## src/rtl/core/dtpc_pkg.sv

```systemverilog
// Package for the dual tachometer period capture unit.
// Holds the widths, reset values, codes and structs used by every file;
// it depends on nothing.
package dtpc_pkg;

   localparam int CHANNELS   = 2;
   localparam int TIMER_BITS = 16;
   localparam int TIME_W     = 32;
   localparam int WRAP_W     = 17;
   localparam int LIMIT_W    = 16;
   localparam int CHAN_W     = 1;
   localparam int CSR_IDX_W  = 1;
   localparam int CSR_DATA_W = 32;

   localparam logic [TIME_W-1:0]  MIN_PULSE_RESET   = TIME_W'(5000);
   localparam logic [LIMIT_W-1:0] STALL_LIMIT_RESET = LIMIT_W'(1000);

   // Kinds of request transaction.
   localparam logic REQ_TICK    = 1'b0;
   localparam logic REQ_CAPTURE = 1'b1;

   // Configuration register indexes.
   localparam logic [CSR_IDX_W-1:0] CSR_MIN_PULSE   = CSR_IDX_W'(0);
   localparam logic [CSR_IDX_W-1:0] CSR_STALL_LIMIT = CSR_IDX_W'(1);

   // Command from the top level to one channel for the transaction in flight.
   typedef struct packed {
      logic                  tick;
      logic                  capture;
      logic                  rising;
      logic [TIMER_BITS-1:0] raw;
   } chan_cmd_type;

   // State of one channel as it stands after that transaction.
   typedef struct packed {
      logic [TIME_W-1:0] period;
      logic              stopped;
      logic              updated;
   } chan_stat_type;

endpackage

```

## src/rtl/core/dtpc_chan.sv

```systemverilog
// Per-channel state and its update for one tick or capture.
// Depends on dtpc_pkg for the widths and the command and status structs.
module dtpc_chan (
   input  logic                               clock,
   input  logic                               reset,
   input  dtpc_pkg::chan_cmd_type             cmd,
   input  logic [dtpc_pkg::TIME_W-1:0]        min_pulse,
   input  logic [dtpc_pkg::LIMIT_W-1:0]       stall_limit,
   output dtpc_pkg::chan_stat_type            stat
);
   import dtpc_pkg::*;

   logic [WRAP_W-1:0]     wrap_ff,   wrap_in;
   logic [TIME_W-1:0]     fall_ff,   fall_in;
   logic [TIMER_BITS-1:0] last_ff,   last_in;
   logic [TIME_W-1:0]     period_ff, period_in;
   logic                  stop_ff,   stop_in;
   logic [TIME_W-1:0]     ext_time;
   logic [TIME_W-1:0]     since_fall;
   logic                  accept;

   // The wrap count weighs 2^TIMER_BITS ticks; bits above 32 fall away.
   assign ext_time   = TIME_W'({wrap_ff, {TIMER_BITS{1'b0}}}) + TIME_W'(cmd.raw);
   assign since_fall = ext_time - fall_ff;
   assign accept     = cmd.capture && cmd.rising && (since_fall > min_pulse);

   always_comb begin
      wrap_in   = wrap_ff;
      fall_in   = fall_ff;
      last_in   = last_ff;
      period_in = period_ff;
      stop_in   = stop_ff;
      if (cmd.tick) begin
         if (wrap_ff > WRAP_W'(stall_limit)) begin
            stop_in   = 1'b1;
            last_in   = '0;
            fall_in   = '0;
            period_in = '0;
         end else begin
            wrap_in = wrap_ff + WRAP_W'(1);
         end
      end else if (cmd.capture) begin
         if (accept) begin
            period_in = ext_time - TIME_W'(last_ff);
            last_in   = cmd.raw;
            wrap_in   = '0;
            fall_in   = '0;
            stop_in   = 1'b0;
         end else if (!cmd.rising) begin
            fall_in = ext_time;
         end
      end
   end

   always_ff @(posedge clock) begin
      if (reset) begin
         wrap_ff   <= '0;
         fall_ff   <= '0;
         last_ff   <= '0;
         period_ff <= '0;
         stop_ff   <= 1'b1;
      end else begin
         wrap_ff   <= wrap_in;
         fall_ff   <= fall_in;
         last_ff   <= last_in;
         period_ff <= period_in;
         stop_ff   <= stop_in;
      end
   end

   assign stat.period  = period_in;
   assign stat.stopped = stop_in;
   assign stat.updated = accept;

endmodule

```

## src/rtl/core/dual_tacho_period_capture_unit.sv

```systemverilog
// Top level of the dual tachometer period capture unit.
// Depends on dtpc_pkg and instantiates one dtpc_chan for each channel.
//
//   Channel  Direction  Handshake          Payload
//   req      in         req_valid/stall    type, channel, capture time, level
//   rsp      out        rsp_valid/stall    channel, period, updated, stop flags
//   csr      in         csr_write_en       index, write data
//
// Each transaction is registered at the input and then updates the channel state
// and loads the result register, which drives the response. One transaction per
// cycle is sustained while the response is not stalled. The channel state update
// is the only loop. Reset is synchronous and leaves both channels stopped with
// the configuration at its default. A stalled response holds the result register
// and then the input register, so the stall reaches req_stall in the same cycle.
module dual_tacho_period_capture_unit (
   input  logic                                 clock,
   input  logic                                 reset,
   input  logic                                 req_valid,
   output logic                                 req_stall,
   input  logic                                 req_type,
   input  logic [dtpc_pkg::CHAN_W-1:0]          req_channel,
   input  logic [dtpc_pkg::TIMER_BITS-1:0]      req_capture_time,
   input  logic                                 req_level_high,
   output logic                                 rsp_valid,
   input  logic                                 rsp_stall,
   output logic [dtpc_pkg::CHAN_W-1:0]          rsp_out_channel,
   output logic [dtpc_pkg::TIME_W-1:0]          rsp_period_ticks,
   output logic                                 rsp_period_updated,
   output logic                                 rsp_stopped_zero,
   output logic                                 rsp_stopped_one,
   input  logic                                 csr_write_en,
   input  logic [dtpc_pkg::CSR_IDX_W-1:0]       csr_index,
   input  logic [dtpc_pkg::CSR_DATA_W-1:0]      csr_wdata
);
   import dtpc_pkg::*;

   logic                  min_pulse_wr,    stall_limit_wr;
   logic [TIME_W-1:0]     min_pulse_ff;
   logic [LIMIT_W-1:0]    stall_limit_ff;

   logic                  in_valid_ff;
   logic                  in_type_ff;
   logic [CHAN_W-1:0]     in_channel_ff;
   logic [TIMER_BITS-1:0] in_time_ff;
   logic                  in_level_ff;

   logic                  out_valid_ff,   out_valid_in;
   logic [CHAN_W-1:0]     out_channel_ff;
   logic [TIME_W-1:0]     out_period_ff;
   logic                  out_updated_ff;
   logic                  out_stop0_ff;
   logic                  out_stop1_ff;

   logic                  advance;
   logic                  req_take;
   chan_cmd_type          cmd  [CHANNELS];
   chan_stat_type         stat [CHANNELS];

   always_comb begin
      min_pulse_wr   = 1'b0;
      stall_limit_wr = 1'b0;
      if (csr_write_en) begin
         unique case (csr_index)
            CSR_MIN_PULSE:   min_pulse_wr   = 1'b1;
            CSR_STALL_LIMIT: stall_limit_wr = 1'b1;
            default: ;
         endcase
      end
   end

   always_ff @(posedge clock) begin
      if (reset) begin
         min_pulse_ff   <= MIN_PULSE_RESET;
         stall_limit_ff <= STALL_LIMIT_RESET;
      end else begin
         if (min_pulse_wr) begin
            min_pulse_ff <= TIME_W'(csr_wdata);
         end
         if (stall_limit_wr) begin
            stall_limit_ff <= csr_wdata[LIMIT_W-1:0];
         end
      end
   end

   // The held transaction moves on whenever the result register is free or
   // being emptied in this cycle.
   assign advance   = in_valid_ff && (!out_valid_ff || !rsp_stall);
   assign req_stall = in_valid_ff && !advance;
   assign req_take  = req_valid && !req_stall;

   always_ff @(posedge clock) begin
      if (reset) begin
         in_valid_ff <= 1'b0;
      end else if (!req_stall) begin
         in_valid_ff <= req_valid;
      end
   end

   always_ff @(posedge clock) begin
      if (req_take) begin
         in_type_ff    <= req_type;
         in_channel_ff <= req_channel;
         in_time_ff    <= req_capture_time;
         in_level_ff   <= req_level_high;
      end
   end

   for (genvar c = 0; c < CHANNELS; c++) begin : g_chan
      assign cmd[c].tick    = advance && (in_type_ff == REQ_TICK);
      assign cmd[c].capture = advance && (in_type_ff == REQ_CAPTURE)
                              && (in_channel_ff == CHAN_W'(c));
      assign cmd[c].rising  = in_level_ff;
      assign cmd[c].raw     = in_time_ff;

      dtpc_chan u_chan (
         .clock       (clock),
         .reset       (reset),
         .cmd         (cmd[c]),
         .min_pulse   (min_pulse_ff),
         .stall_limit (stall_limit_ff),
         .stat        (stat[c])
      );
   end

   assign out_valid_in = advance || (out_valid_ff && rsp_stall);

   always_ff @(posedge clock) begin
      if (reset) begin
         out_valid_ff <= 1'b0;
      end else begin
         out_valid_ff <= out_valid_in;
      end
   end

   always_ff @(posedge clock) begin
      if (advance) begin
         out_channel_ff <= in_channel_ff;
         out_period_ff  <= stat[in_channel_ff].period;
         out_updated_ff <= stat[in_channel_ff].updated;
         out_stop0_ff   <= stat[0].stopped;
         out_stop1_ff   <= stat[1].stopped;
      end
   end

   assign rsp_valid          = out_valid_ff;
   assign rsp_out_channel    = out_channel_ff;
   assign rsp_period_ticks   = out_period_ff;
   assign rsp_period_updated = out_updated_ff;
   assign rsp_stopped_zero   = out_stop0_ff;
   assign rsp_stopped_one    = out_stop1_ff;

endmodule

```

## config.mk

```make
export PLATFORM = sky130hd
export DESIGN_NAME = dual_tacho_period_capture_unit
export DESIGN_NICKNAME = d
export VERILOG_FILES = /design/src/rtl/core/dtpc_pkg.sv /design/src/rtl/core/dtpc_chan.sv /design/src/rtl/core/dual_tacho_period_capture_unit.sv
export SDC_FILE = /design/constraint.sdc
export NUM_CORES = 1
export LEC_CHECK = 0
export BUFFER_PORTS_ARGS = -buffer_cell sky130_fd_sc_hd__clkbuf_2
export CORE_MARGIN = 2
export CORE_UTILIZATION = 47
export DETAILED_ROUTE_END_ITERATION = 10
export GPL_TIMING_DRIVEN = 0
export PLACE_DENSITY = 0.6
export SYNTH_ARGS = -nofsm -noshare
export SYNTH_HDL_FRONTEND = slang
export SYNTH_HIERARCHICAL = 1
export SYNTH_SLANG_ARGS = --single-unit
```

## constraint.sdc

```tcl
create_clock -name clock -period 7.5 [get_ports clock]
set_clock_uncertainty 0.1 [all_clocks]
set_input_delay 0.75 -clock clock [delete_from_list [all_inputs] [get_ports clock]]
set_output_delay 0.75 -clock clock [all_outputs]
set_load 0.005 [all_outputs]
```

# After elaboration in Yosys (flattened, before gate mapping)
# Cells that the tools add are included.
[totals]
regBits = 301
wordCells = 122
[op_classes]
add_sub_neg = 8
order_cmp = 5
n_eq_ne = 6
n_mux = 49
bitwise_logic = 3
n_reduce_logical = 28
[ops]
columns = ["cell", "count"]
rows = [
  ["$mux 32", 18],
  ["$mux 17", 8],
  ["$mux 16", 8],
  ["$mux 34", 3],
  ["$add 32x16->32", 2],
  ["$gt 32x32->1", 2],
  ["$sub 32x16->32", 2],
  ["$sub 32x32->32", 2],
  ["$add 17x1->17 const B", 2],
  ["$gt 17x16->1", 2],
  ["$reduce_and 3->1", 6],
  ["$logic_and 1x1->1", 12],
  ["$mux 1", 12],
  ["$reduce_bool 2->1", 4],
  ["$ne 3x1->1 const B", 2],
  ["$logic_not 1->1", 4],
  ["$ne 2x1->1 const B", 2],
  ["$ne 2x2->1 const B", 2],
  ["$ge 2x2->1 const B", 1],
  ["$logic_or 1x1->1", 2],
  ["$not 1->1", 2],
  ["$not 1->2", 1],
]

# Logic depth before layout (Yosys ltp)
# Gate-level depths: netlist of the first run.
[logic_depth]
ltp_word = 13
depth_mapped = 26

# By module
# The synthesis of the first run kept the hierarchy.
[modules_own_cells]
columns = ["mod", "instances", "cells_each", "area_per_inst_um2", "seq_area_each_um2"]
rows = [
  ["dtpc_chan at g_chan[0].u_chan", 1, 1064, 8523.2, 1961.9],
  ["dtpc_chan at g_chan[1].u_chan", 1, 949, 7654.8, 1961.9],
  ["dual_tacho_period_capture_unit", 1, 306, 4216.5, 2652.5],
]

# Worst setup path after synthesis of the first run
# Ideal clock, no wire load.
[synth_timing]
kind = "register to register"
start = "register in_time_ff[0]"
end = "register out_period_ff[26], in the netlist rsp_period_ticks[26], data pin"
t_arrival_ns = 4.937
slack_ns = 2.203
path_stages_with_launch = 23
n_path_buf = 1
period_less_slack_ns = 5.297
cell_sequence = "edfxtp_1 > inv_1 > ha_1 > inv_1 > fa_1 > a21o_1 > a311oi_1 > and4bb_2 > o311ai_2 > a21boi_0 > a21boi_0 > o21ai_0 > nor4b_1 > ha_1 > nand4_1 > or2_2 > o221ai_1 > and4b_4 > nor3_4 > nor2_8 > buf_4 > a22o_1 > mux2_2"
[synth_rtl]
columns = ["item", "line", "rtl"]
rows = [
  ["start, declared", "dual_tacho_period_capture_unit.sv:44", "logic [TIMER_BITS-1:0] in_time_ff;"],
  ["start signal, assigned", "dual_tacho_period_capture_unit.sv:103", "in_time_ff <= req_capture_time;"],
  ["end signal, assigned", "dual_tacho_period_capture_unit.sv:138", "out_period_ff <= stat[in_channel_ff].period;"],
  ["end, declared", "dual_tacho_period_capture_unit.sv:49", "logic [TIME_W-1:0] out_period_ff;"],
]

==> impl_results.md, run 1 <==
* Status: finished clean
* DRC at 0
* Fin nets at around 2700
* Vias post-DR at around 18000
* CP required at approximately 7.7 ns
* Critical Path End Type: register
* Rows at 76
* CP most frequent cell: o21ai_0
* PwrDens at between 150 and 200 nW/µm²
* Vias in the first global route at 17100
* Worst r2r dst: rsp_period_ticks[26]$_DFFE_PN_
* Area leader, netlist: dfxtp_1
* Worst min-delay path category: primary input to register
* Pin count of the biggest net entering global routing at 38
* Slew Viols, Final at 0
* Root Buffer: clkbuf_16
* Chip Width at roughly 210 µm
* Total of max-cap violations at 0
* Total iterations of the first detailed-routing run at 5
* Minimum clock period at 7.18 ns
* Antenna Cells at 0
* Startpoint type of the worst setup path: register
* Vias/cell at 5.93
* # setup viols final at 0
* VDD IR max at ~150 µV
* RSZ-0062 raised after global routing: false
* Fin Setup TNS at 0 ns
* Crit-path max FO at 10
* Final hold vios at 0
* Fmax at around 140 MHz
* Final worst-path cycle share at 0.957
* R2r worst-path depth at 25
* Final Util at 0.532
* Setup repair bufs after CTS at 0
* H-tree depth at 2
* Top cells by area, synth: dfxtp_1 24%, ha_1 12%, edfxtp_1 8.1%, inv_1 4.2%, a22o_1 4.1%
* Dpl ws at roughly 0.067 ns
* 1st-iter DRT viols at around 1400
* # IOs at 95
* CTS Buf Count at 37
* Hold Path End: in_time_ff[9]$_DFFE_PP_
* Static leakage at roughly 9.4 nW
* Design area at 22800 µm²
* Post-Syn Nets at between 2000 and 3000
* Post-DP HPWL at 52300 µm
* Clock Tree Buf Depth at 3
* GRT overflow at 0
* Total Power at approximately 4.3 mW
* CTS tree: done
* Sequential area share after synthesis at 0.322
* CP Class: register to register
* First-pass GRT wire length at about 100000 µm
* Share of the synthesized area in the top cell type at 0.241
* Layout area overhead at 12.0%
* Later-pin clock latency in the skew report at 0.58 ns
* Slew HR at 0.124
* Tightest Pin Transition at 1.31 ns
* Worst reg2reg setup slack at 0.32 ns
* Flops & latches, synth at ~300
* Initial Util at 0.474
* Initial antenna violation count at 1
* Clock-pin slew on the worst setup and hold paths at ~0.060 ns
* Main flop type after synthesis: dfxtp_1
* Placer congestion estimate at slightly above 0.9
* Total GRT Usage at 0.295
* Final ANT Viol Nets at 0
* R2R Path Start: in_time_ff[0]$_DFFE_PP_
* Die area at around 45000 µm²
* Post-route worst setup slack at 0.321 ns
* Core area at between 40000 and 50000 µm²
* Wire length per cell at between 20 and 25 µm
* Post-cts hold buffer count at 0
* Synthesized area per cell at about 8.8 µm²
* CP max stage cell: nor4_1
* Share of layout cells above drive strength 1 at 0.124
* Placed cell areas at 21600 µm²
* Cells after Synth at about 2300
* Mapped cell area at around 20000 µm²
* CP Data Arrival Time at about 7.4 ns
* Port Buffer Count at 94
* EDFF count, synth at 55
* Synthesis warning total at 6
* Slowest Stage Delay on Critical Path at 0.59 ns
* Asr flop ratio synth at 0
* WL final at around 67000 µm
* WHS Path Cells at 1
* Sink Count at around 300
* Cell variety after synth at 106
* Die H at between 200 and 250 µm
* Hold path start: req_capture_time[9]
==> registers in the layout, indices dropped and copies added (netlist names), 2 cells and up <==
name                     count
stall_limit_ff              16
g_chan.u_chan/fall_ff       64
rsp_period_ticks            32
g_chan.u_chan/period_ff     64
g_chan.u_chan/last_ff       32
g_chan.u_chan/stop_ff        2
in_time_ff                  16
min_pulse_ff                32
g_chan.u_chan/wrap_ff       34
==> routing by layer <==
metal | track usage | part of all wire | wire length, µm
met5 | 0 | 0 | 0
met4 | 0.0834 | 0.023 | 1540
met3 | 0.0363 | 0.065 | 4330
met2 | 0.448 | 0.43 | 29100
met1 | 0.438 | 0.48 | 32000
==> cell type report <==
type                            instances  area [µm²]
Clock inverter                         19         179
Timing Repair Buffer                   95         485
Clock buffer                           48        1040
Inverter                              228         856
Buffer                                122         668
Multi-Input combinational cell       1668       12300
Fill cell                            4076       20100
Tap cell                              585         732
Sequential cell                       301        6580
==> worst max-delay path, delay by kind of cell (launching register included) <==
kind	cells	cell delay, ns
muxes	1	0.36
DFF	1	0.58
adders and majority gates	3	1.01
buffers and inverters	4	0.85
AOI/OAI and AO/OA	11	2.74
and+or+nand+nor	5	1.14
xor gates and xnor gates	1	0.10
==> stage by stage <==
| stage | hold WS, ns | instances |
|---|---|---|
| 6_report | 0.248 | 3066 |
| 5_1_grt | 0.242 | 3066 |
| 4_1_cts | 0.219 | 3066 |
| 3_5_place_dp | 0.342 | 2999 |
| 3_3_place_gp | 0.333 | 2998 |
| 2_1_floorplan | 0.321 | 2319 |
==> cells in the mapped netlist, types with 22 or more instances <==
| library cell | n |
|---|---|
| o21a_1 | 22 |
| edfxtp_1 | 55 |
| and3_1 | 30 |
| xnor2_1 | 71 |
| nand2b_1 | 57 |
| xor2_1 | 39 |
| inv_1 | 228 |
| o31ai_1 | 22 |
| nor3_1 | 34 |
| o21ai_1 | 35 |
| a22o_1 | 95 |
| nand3_1 | 82 |
| o21ai_0 | 83 |
| mux2i_1 | 28 |
| mux2_2 | 33 |
| nor2_1 | 108 |
| buf_2 | 23 |
| a21o_1 | 59 |
| o2bb2ai_1 | 36 |
| a21oi_1 | 165 |
| nand4_1 | 79 |
| clkbuf_1 | 63 |
| dfxtp_1 | 246 |
| nand2_1 | 107 |
| ha_1 | 194 |
==> kinds of logic after synthesis <==
group	share of synthesized area
compound gates	0.222
simple gates	0.179
buf+inv	0.0747
flops	0.322
fa+ha+maj	0.123
xor+xnor	0.0472
mux	0.0320
==> report_power, final <==
group,switching (mW),total (mW),internal (mW)
logic,0.436,0.723,0.287
clock network,0.749,1.80,1.05
registers,0.0480,1.73,1.68
total,1.23,4.25,3.02
==> what timing repair did <==
item,4_1_cts,5_1_grt
endpoints found under the setup margin,0,61
endpoints found under the hold margin,0,0
resized for setup,0,5
==> worst max-delay path by stage <==
| stage | start | to | slack [ns] | cells past startpoint |
|---|---|---|---|---|
| after detailed placement | in_time_ff[0]$_DFFE_PP_ | rsp_period_ticks[26]$_DFFE_PN_ | 0.07 | 25 |
| after floorplan | in_time_ff[0]$_DFFE_PP_ | rsp_period_ticks[26]$_DFFE_PN_ | 2.20 | 22 |
| final | in_time_ff[0]$_DFFE_PP_ | rsp_period_ticks[26]$_DFFE_PN_ | 0.32 | 25 |
| after CTS | in_time_ff[0]$_DFFE_PP_ | rsp_period_ticks[26]$_DFFE_PN_ | 0.02 | 25 |
| after global routing | in_time_ff[0]$_DFFE_PP_ | rsp_period_ticks[26]$_DFFE_PN_ | 0.03 | 26 |
| after global placement | in_time_ff[0]$_DFFE_PP_ | rsp_period_ticks[26]$_DFFE_PN_ | 0.07 | 25 |
==> cell usage in the layout, fill, tap and decap left out, drive strengths merged, types with 36 or more instances in the layout <==
cell     netlist  final
a21o          59     59
a21oi        168    168
a22o          95     95
buf           55     56
clkbuf        67    209
dfxtp        246    246
edfxtp        55     55
ha           194    194
inv          228    229
nand2        110    110
nand2b        58     58
nand3         84     84
nand4         79     79
nor2         110    110
nor3          37     37
o21ai        119    119
o2bb2ai       36     36
xnor2         71     71
xor2          39     39
(Power assumes the default switching activity.)
==> inputs of run 2 (changes only) <==
--- a/config.mk
+++ b/config.mk
@@ -11,6 +11,7 @@
 export DETAILED_ROUTE_END_ITERATION = 10
 export GPL_TIMING_DRIVEN = 0
 export PLACE_DENSITY = 0.6
+export RECOVER_POWER = 25
 export SYNTH_ARGS = -nofsm -noshare
 export SYNTH_HDL_FRONTEND = slang
 export SYNTH_HIERARCHICAL = 1
==> run 2 against run 1 <==
Net effect: the run now ends with max-capacitance violations, max-slew violations left; core utilization about the same; hold slack about the same; maximum frequency about the same; wire length about the same; critical path depth unchanged; first-iteration DRC count increased by 0.99%; non-clock buffer count unchanged; final area about the same; die area unchanged; worst setup slack improved by 0.0066 ns; combinational power about the same; global-route usage unchanged; largest cell class unchanged.
==> impl_results.md, run 2 (synthesis results as in run 1) <==
* Setup crit end: rsp_period_ticks[26]$_DFFE_PN_
* Layout area overhead at 11.9% (about the same)
* Total GRT Usage at 0.295 (unchanged)
* Grt met2 use at 0.448 (unchanged)
* Worst min-delay path category: primary input to register
* Tightest Pin Transition at 1.51 ns (+0.204 ns)
* Grt met1 use at 0.438 (unchanged)
* # setup viols final at 0 (unchanged)
* H-tree depth at 2 (unchanged)
* Rows at 76 (unchanged)
* Total of max-cap violations at 1 (+1)
* Port Buffer Count at 94 (unchanged)
* RSZ-0062 raised after global routing: false
* Met3 Track Usage GR at 0.0363 (unchanged)
* 1st-iter DRT viols at 1427 (+0.99%)
* Fin Setup TNS at 0 ns (unchanged)
* CP Data Arrival Time at 7.38 ns (about the same)
* Wire length per cell at 21.8 µm (about the same)
* Post-cts hold buffer count at 0 (unchanged)
* CP required at 7.71 ns (about the same)
* CTS Buf Count at 37 (unchanged)
* Static leakage at 9.36 nW (-0.17%)
* CP startpoint: in_time_ff[0]$_DFFE_PP_
* Biggest registers after layout: g_chan.u_chan/fall_ff x64, g_chan.u_chan/period_ff x64, g_chan.u_chan/wrap_ff x34
* # IOs at 95 (unchanged)
* Die area at 45100 µm² (unchanged)
* Failing checks: max-capacitance violations, max-slew violations
* Final worst-path cycle share at 0.956 (about the same)
* Share of layout cells above drive strength 1 at 0.121 (-0.00322)
* Clock-pin slew on the worst setup and hold paths at 0.06 ns (about the same)
* DRC at 0 (unchanged)
* Clock Tree Buf Depth at 3 (unchanged)
* Startpoint type of the worst setup path: register
* Pin count of the biggest net entering global routing at 38 (unchanged)
* PwrDens at 186 nW/µm² (about the same)
* CP Class: register to register
* Minimum clock period at 7.17 ns (-0.00657 ns)
* Sink Count at 301 (unchanged)
* Post-DP HPWL at 52300 µm (unchanged)
* Slew HR at -0.00997 (-0.134)
* Critical Path End Type: register
* First-pass GRT wire length at 101000 µm (unchanged)
* Placed cell areas at 21600 µm² (unchanged)
* Gr busiest metal: met2
* Core area at 43000 µm² (unchanged)
* Vias in the first global route at 17100 (unchanged)
* Status: finished, violations left
* VDD IR max at 151 µV (+0.55%)
* Worst r2r dst: rsp_period_ticks[26]$_DFFE_PN_
* Fmax at 139 MHz (about the same)
* Antenna Cells at 0 (unchanged)
* Later-pin clock latency in the skew report at 0.58 ns (about the same)
* Die H at 212 µm (unchanged)
* GRT overflow at 0 (unchanged)
* Root Buffer: clkbuf_16
* Most frequent cells in the layout: 246 x dfxtp_1, 228 x inv_1, 194 x ha_1, 165 x a21oi_1, 108 x nor2_1
* Design area at 22800 µm² (about the same)
* Slew Viols, Final at 38 (+38)
* R2r worst-path depth at 25 (unchanged)
* Crit-path max FO at 10 (unchanged)
* R2R Path Start: in_time_ff[0]$_DFFE_PP_
* Gates resized, CTS repair at 0 (unchanged)
* Chip Width at 212 µm (unchanged)
* Initial antenna violation count at 1 (unchanged)
* Fin nets at 2708 (unchanged)
* Total Power at 4.25 mW (about the same)
* Initial Util at 0.474 (unchanged)
* Final ANT Viol Nets at 0 (unchanged)
* Fillers at 4084 (+0.20%)
* Final hold vios at 0 (unchanged)
* Vias/cell at 5.95 (+0.36%)
* WL final at 67000 µm (about the same)
* CTS tree: done
* Vias post-DR at 18200 (+0.36%)
* Setup repair bufs after CTS at 0 (unchanged)
* Placer congestion estimate at 0.914 (unchanged)
* Commonest non-fill, non-tap cell in the layout: dfxtp_1
* Worst reg2reg setup slack at 0.33 ns (about the same)
* Total iterations of the first detailed-routing run at 5 (unchanged)
==> run 2: worst min path at each step <==
stage / start / end / slack, ns / cells past startpoint
2_1_floorplan: in_channel_ff$_DFFE_PP_ / rsp_out_channel$_DFFE_PN_ / 0.32 / 0
5_1_grt: req_capture_time[9] / in_time_ff[9]$_DFFE_PP_ / 0.24 / 1
6_report: req_capture_time[9] / in_time_ff[9]$_DFFE_PP_ / 0.25 / 1
3_5_place_dp: in_channel_ff$_DFFE_PP_ / rsp_out_channel$_DFFE_PN_ / 0.34 / 0
4_1_cts: req_capture_time[9] / in_time_ff[9]$_DFFE_PP_ / 0.22 / 1
3_3_place_gp: in_channel_ff$_DFFE_PP_ / rsp_out_channel$_DFFE_PN_ / 0.33 / 0
==> run 2: worst max-delay path, stage by stage (launching register included) <==
cell	delay, ns
edfxtp_1	0.58
inv_1	0.29
ha_1	0.32
inv_1	0.08
fa_1	0.40
a21oi_1	0.25
o22ai_1	0.19
o21a_1	0.21
o21ai_0	0.34
nand2b_1	0.09
a21o_1	0.21
a21o_1	0.18
a21oi_1	0.17
xnor2_1	0.10
ha_1	0.29
nand4_1	0.16
nor4_1	0.58
o21ai_0	0.25
a41oi_2	0.47
o21ai_2	0.25
and2_1	0.20
clkbuf_1	0.21
clkbuf_2	0.27
nand2_1	0.11
o21ai_0	0.22
mux2_2	0.36
==> run 2: area by class of cell <==
cell class                 instances  area, µm²  share of cell area
clock buffer                      48       1040              0.0454
multi-input combinational       1668      12300               0.539
sequential                       301       6580               0.288
clock inverter                    19        179             0.00784
timing repair buffer              95        473              0.0207
inverter                         228        856              0.0375
tap                              585        732              0.0321
buffer                           122        662              0.0290
==> run 2: where the power goes <==
part | internal [mW] | switching (mW) | total (mW)
registers | 1.68 | 0.0479 | 1.73
logic | 0.285 | 0.436 | 0.721
clock network | 1.05 | 0.748 | 1.80
==> run 2: metal layers <==
metal | part of all wire | vias to the layer above
li1 | - | 8717
met5 | 0 | -
met2 | 0.44 | 607
met4 | 0.023 | 0
met3 | 0.065 | 79
met1 | 0.48 | 8838
==> run 2: stage by stage <==
step / std cells / worst slack, ns / util / hold WS (ns)
final: 3066 / 0.327 / 0.531 / 0.247
after global routing: 3066 / 0.0278 / 0.531 / 0.242
after CTS: 3066 / 0.0154 / 0.531 / 0.219
after detailed placement: 2999 / 0.0668 / 0.503 / 0.342
after global placement: 2998 / 0.0672 / 0.502 / 0.333
after floorplan: 2319 / 2.20 / - / 0.321
==> inputs of run 3 (changes only) <==
--- a/config.mk
+++ b/config.mk
@@ -8,6 +8,7 @@
 export BUFFER_PORTS_ARGS = -buffer_cell sky130_fd_sc_hd__clkbuf_2
 export CORE_MARGIN = 2
 export CORE_UTILIZATION = 47
+export CTS_BUF_LIST = sky130_fd_sc_hd__clkbuf_4
 export DETAILED_ROUTE_END_ITERATION = 10
 export GPL_TIMING_DRIVEN = 0
 export PLACE_DENSITY = 0.6
==> run 3 against run 2 <==
Net effect: the run still ends with max-capacitance violations, max-slew violations left; highest routed layer unchanged; largest power group is now sequential cells; wire length up 1.1%; critical path type unchanged; critical endpoint is now g_chan[1].u_chan/fall_ff[9]$_SDFFE_PP0P_; critical path depth did not move; sequential cell count did not move; core utilization rose by 0.25 points; sequential share of layout area down 0.13 points.
==> impl_results.md, run 3 (synthesis results as in run 1) <==
* Rows at 76 (unchanged)
* 1st-iter DRT viols at 1319 (-7.6%)
* FF/Latch Area at 6580 µm² (unchanged)
* First-pass GRT wire length at 102000 µm (+0.97%)
* Critical Path End Type: register
* Sink Count at 301 (unchanged)
* Fin Setup TNS at 0 ns (unchanged)
* Die area at 45100 µm² (unchanged)
* CTS Buf Count at 85 (+130%)
* Post-route worst setup slack at 0.383 ns (+0.0556 ns)
* Wire length per cell at 21.3 µm (-2.6%)
* WL final at 67700 µm (+1.1%)
* Fin nets at 2777 (+2.5%)
* Fillers at 4136 (+1.3%)
* Tightest Pin Transition at 1.53 ns (+0.0161 ns)
* Layout area overhead at 12.4%
* Worst min-delay path category: primary input to register
* Slowest Stage Delay on Critical Path at 0.58 ns (about the same)
* Most frequent cells in the layout: 246 x dfxtp_1, 228 x inv_1, 194 x ha_1, 165 x a21oi_1, 127 x clkbuf_4
* Clock-pin slew on the worst setup and hold paths at 0.07 ns (about the same)
* Share of layout cells above drive strength 1 at 0.144 (+0.0232)
* Combinational fraction of design power at 0.182 (+0.012)
* CTS tree: done
* Fmax at 141 MHz (+0.78%)
* Static leakage at 9.49 nW (+1.4%)
* Sequential power share at 0.430 (+0.023)
* Final hold vios at 0 (unchanged)
* GRT overflow at 0 (unchanged)
* H-tree depth at 3 (+1)
* Post-DP HPWL at 52300 µm (unchanged)
* Status: finished, violations left
* Initial Util at 0.474 (unchanged)
* CP Data Arrival Time at 7.79 ns (+0.41 ns)
* Biggest registers after layout: g_chan.u_chan/fall_ff x64, g_chan.u_chan/period_ff x64, g_chan.u_chan/wrap_ff x34
* Root Buffer: clkbuf_4
* # IOs at 95 (unchanged)
* Chip Width at 212 µm (unchanged)
* Worst reg2reg setup slack at 0.38 ns (+0.06 ns)
* Core area at 43000 µm² (unchanged)
* Placer congestion estimate at 0.914 (unchanged)
* Dpl ws at 0.0668 ns (unchanged)
* Initial antenna violation count at 3 (+2)
* Total GRT Usage at 0.300 (+0.00433)
* CP Class: register to register
* PwrDens at 175 nW/µm² (-5.9%)
* Die H at 212 µm (unchanged)
* Final worst-path cycle share at 0.949 (-0.00741)
* Startpoint type of the worst setup path: register
* Commonest non-fill, non-tap cell in the layout: dfxtp_1
* Vias in the first global route at 17600 (+3.0%)
* Final Util at 0.534 (+0.00247)
* # setup viols final at 0 (unchanged)
* Failing checks: max-capacitance violations, max-slew violations
* Psw at 1.25 mW (+1.1%)
* Later-pin clock latency in the skew report at 0.88 ns (+0.30 ns)
* Slew Viols, Final at 38 (unchanged)
* Vias post-DR at 18700 (+2.7%)
* Pin count of the biggest net entering global routing at 38 (unchanged)
* RSZ-0062 raised after global routing: false
* Crit-path max FO at 10 (unchanged)
* Final hold slack at 0.0598 ns (-0.188 ns)
* Clock Tree Buf Depth at 3 (unchanged)
* Port Buffer Count at 94 (unchanged)
* Clock power frac at 0.388 (-0.035)
* CP required at 8.17 ns (+0.46 ns)
* Final ANT Viol Nets at 0 (unchanged)
* Total of max-cap violations at 1 (unchanged)
* Slew HR at -0.0207 (-0.0108)
* CP max stage cell: edfxtp_1
* Sw frac at 0.310 (+0.0201)
* Minimum clock period at 7.12 ns (-0.0556 ns)
* Total iterations of the first detailed-routing run at 6 (+1)
* Multi-input logic area at 12300 µm² (unchanged)
* Internal at 2.77 mW (-8.1%)
* DRC at 0 (unchanged)
* VDD IR max at 134 µV (-11%)
* Vias/cell at 5.88 (-1.1%)
## run 3: cell types whose count changed in the layout (fill, tap and decap cells not counted), sizes merged
cell,delta
inv,+1
bufinv,-1
clkinv,+9
dlygate4sd3,+21
clkbuf,+77
diode,+10
## run 3: metrics by stage
| step | area (µm²) | power [mW] | cells |
|---|---|---|---|
| 2_1_floorplan | 20400 | 2.24 | 2319 |
| 3_3_place_gp | 21600 | 2.45 | 2998 |
| 6_report | 22900 | 4.02 | 3183 |
| 4_1_cts | 22900 | 4.04 | 3173 |
| 5_1_grt | 22900 | 4.21 | 3183 |
| 3_5_place_dp | 21600 | 2.47 | 2999 |
## run 3: per-layer routing
| layer | wire length [µm] | GRT usage |
|---|---|---|
| met5 | 0 | 0 |
| met4 | 1650 | 0.0938 |
| met3 | 4610 | 0.0516 |
| met2 | 29500 | 0.450 |
| met1 | 32000 | 0.435 |
## run 3: timing repair
action                                  in CTS  in global routing
hold buffers                                21                  0
endpoints found under the hold margin       21                  0
endpoints found under the setup margin       0                 57
setup buffers                                0                  0
gates resized for setup                      0                  5
## run 3: worst paths after layout
check	from	cells past startpoint	to
max	in_time_ff[0]$_DFFE_PP_	25	g_chan[1].u_chan/fall_ff[9]$_SDFFE_PP0P_
min reg2reg	g_chan[1].u_chan/period_ff[28]$_SDFF_PP0_	2	g_chan[1].u_chan/period_ff[28]$_SDFF_PP0_
min	csr_wdata[31]	3	min_pulse_ff[31]$_SDFFE_PP0P_
max reg2reg	in_time_ff[0]$_DFFE_PP_	25	g_chan[1].u_chan/fall_ff[9]$_SDFFE_PP0P_
## run 3: power groups by stage
stage          clock (mW)  combinational [mW]  sequential, mW
6_report             1.56               0.730            1.73
5_1_grt              1.68               0.800            1.73
4_1_cts              1.60               0.718            1.73
3_5_place_dp            0               0.705            1.77
3_3_place_gp            0               0.684            1.77
2_1_floorplan           0               0.503            1.74
## run 3: worst max-delay path: cells and delay by family, from the launching register on
family / cells / cell delay (ns)
XOR/XNOR: 1 / 0.10
AO/OA/AOI/OAI: 10 / 2.46
adder cells (fa/ha/maj): 3 / 1.00
flip-flops: 1 / 0.58
AND/OR/NAND/NOR: 7 / 1.79
buffers and inverters: 4 / 1.02
## run 3: layout make-up
class | instances | area share
Buffer | 122 | 0.0289
Clock inverter | 28 | 0.00655
Multi-Input combinational cell | 1668 | 0.537
Tap cell | 585 | 0.0319
Timing Repair Buffer | 116 | 0.0297
Antenna cell | 10 | 0.00109
Inverter | 228 | 0.0373
Clock buffer | 125 | 0.0409
Sequential cell | 301 | 0.287
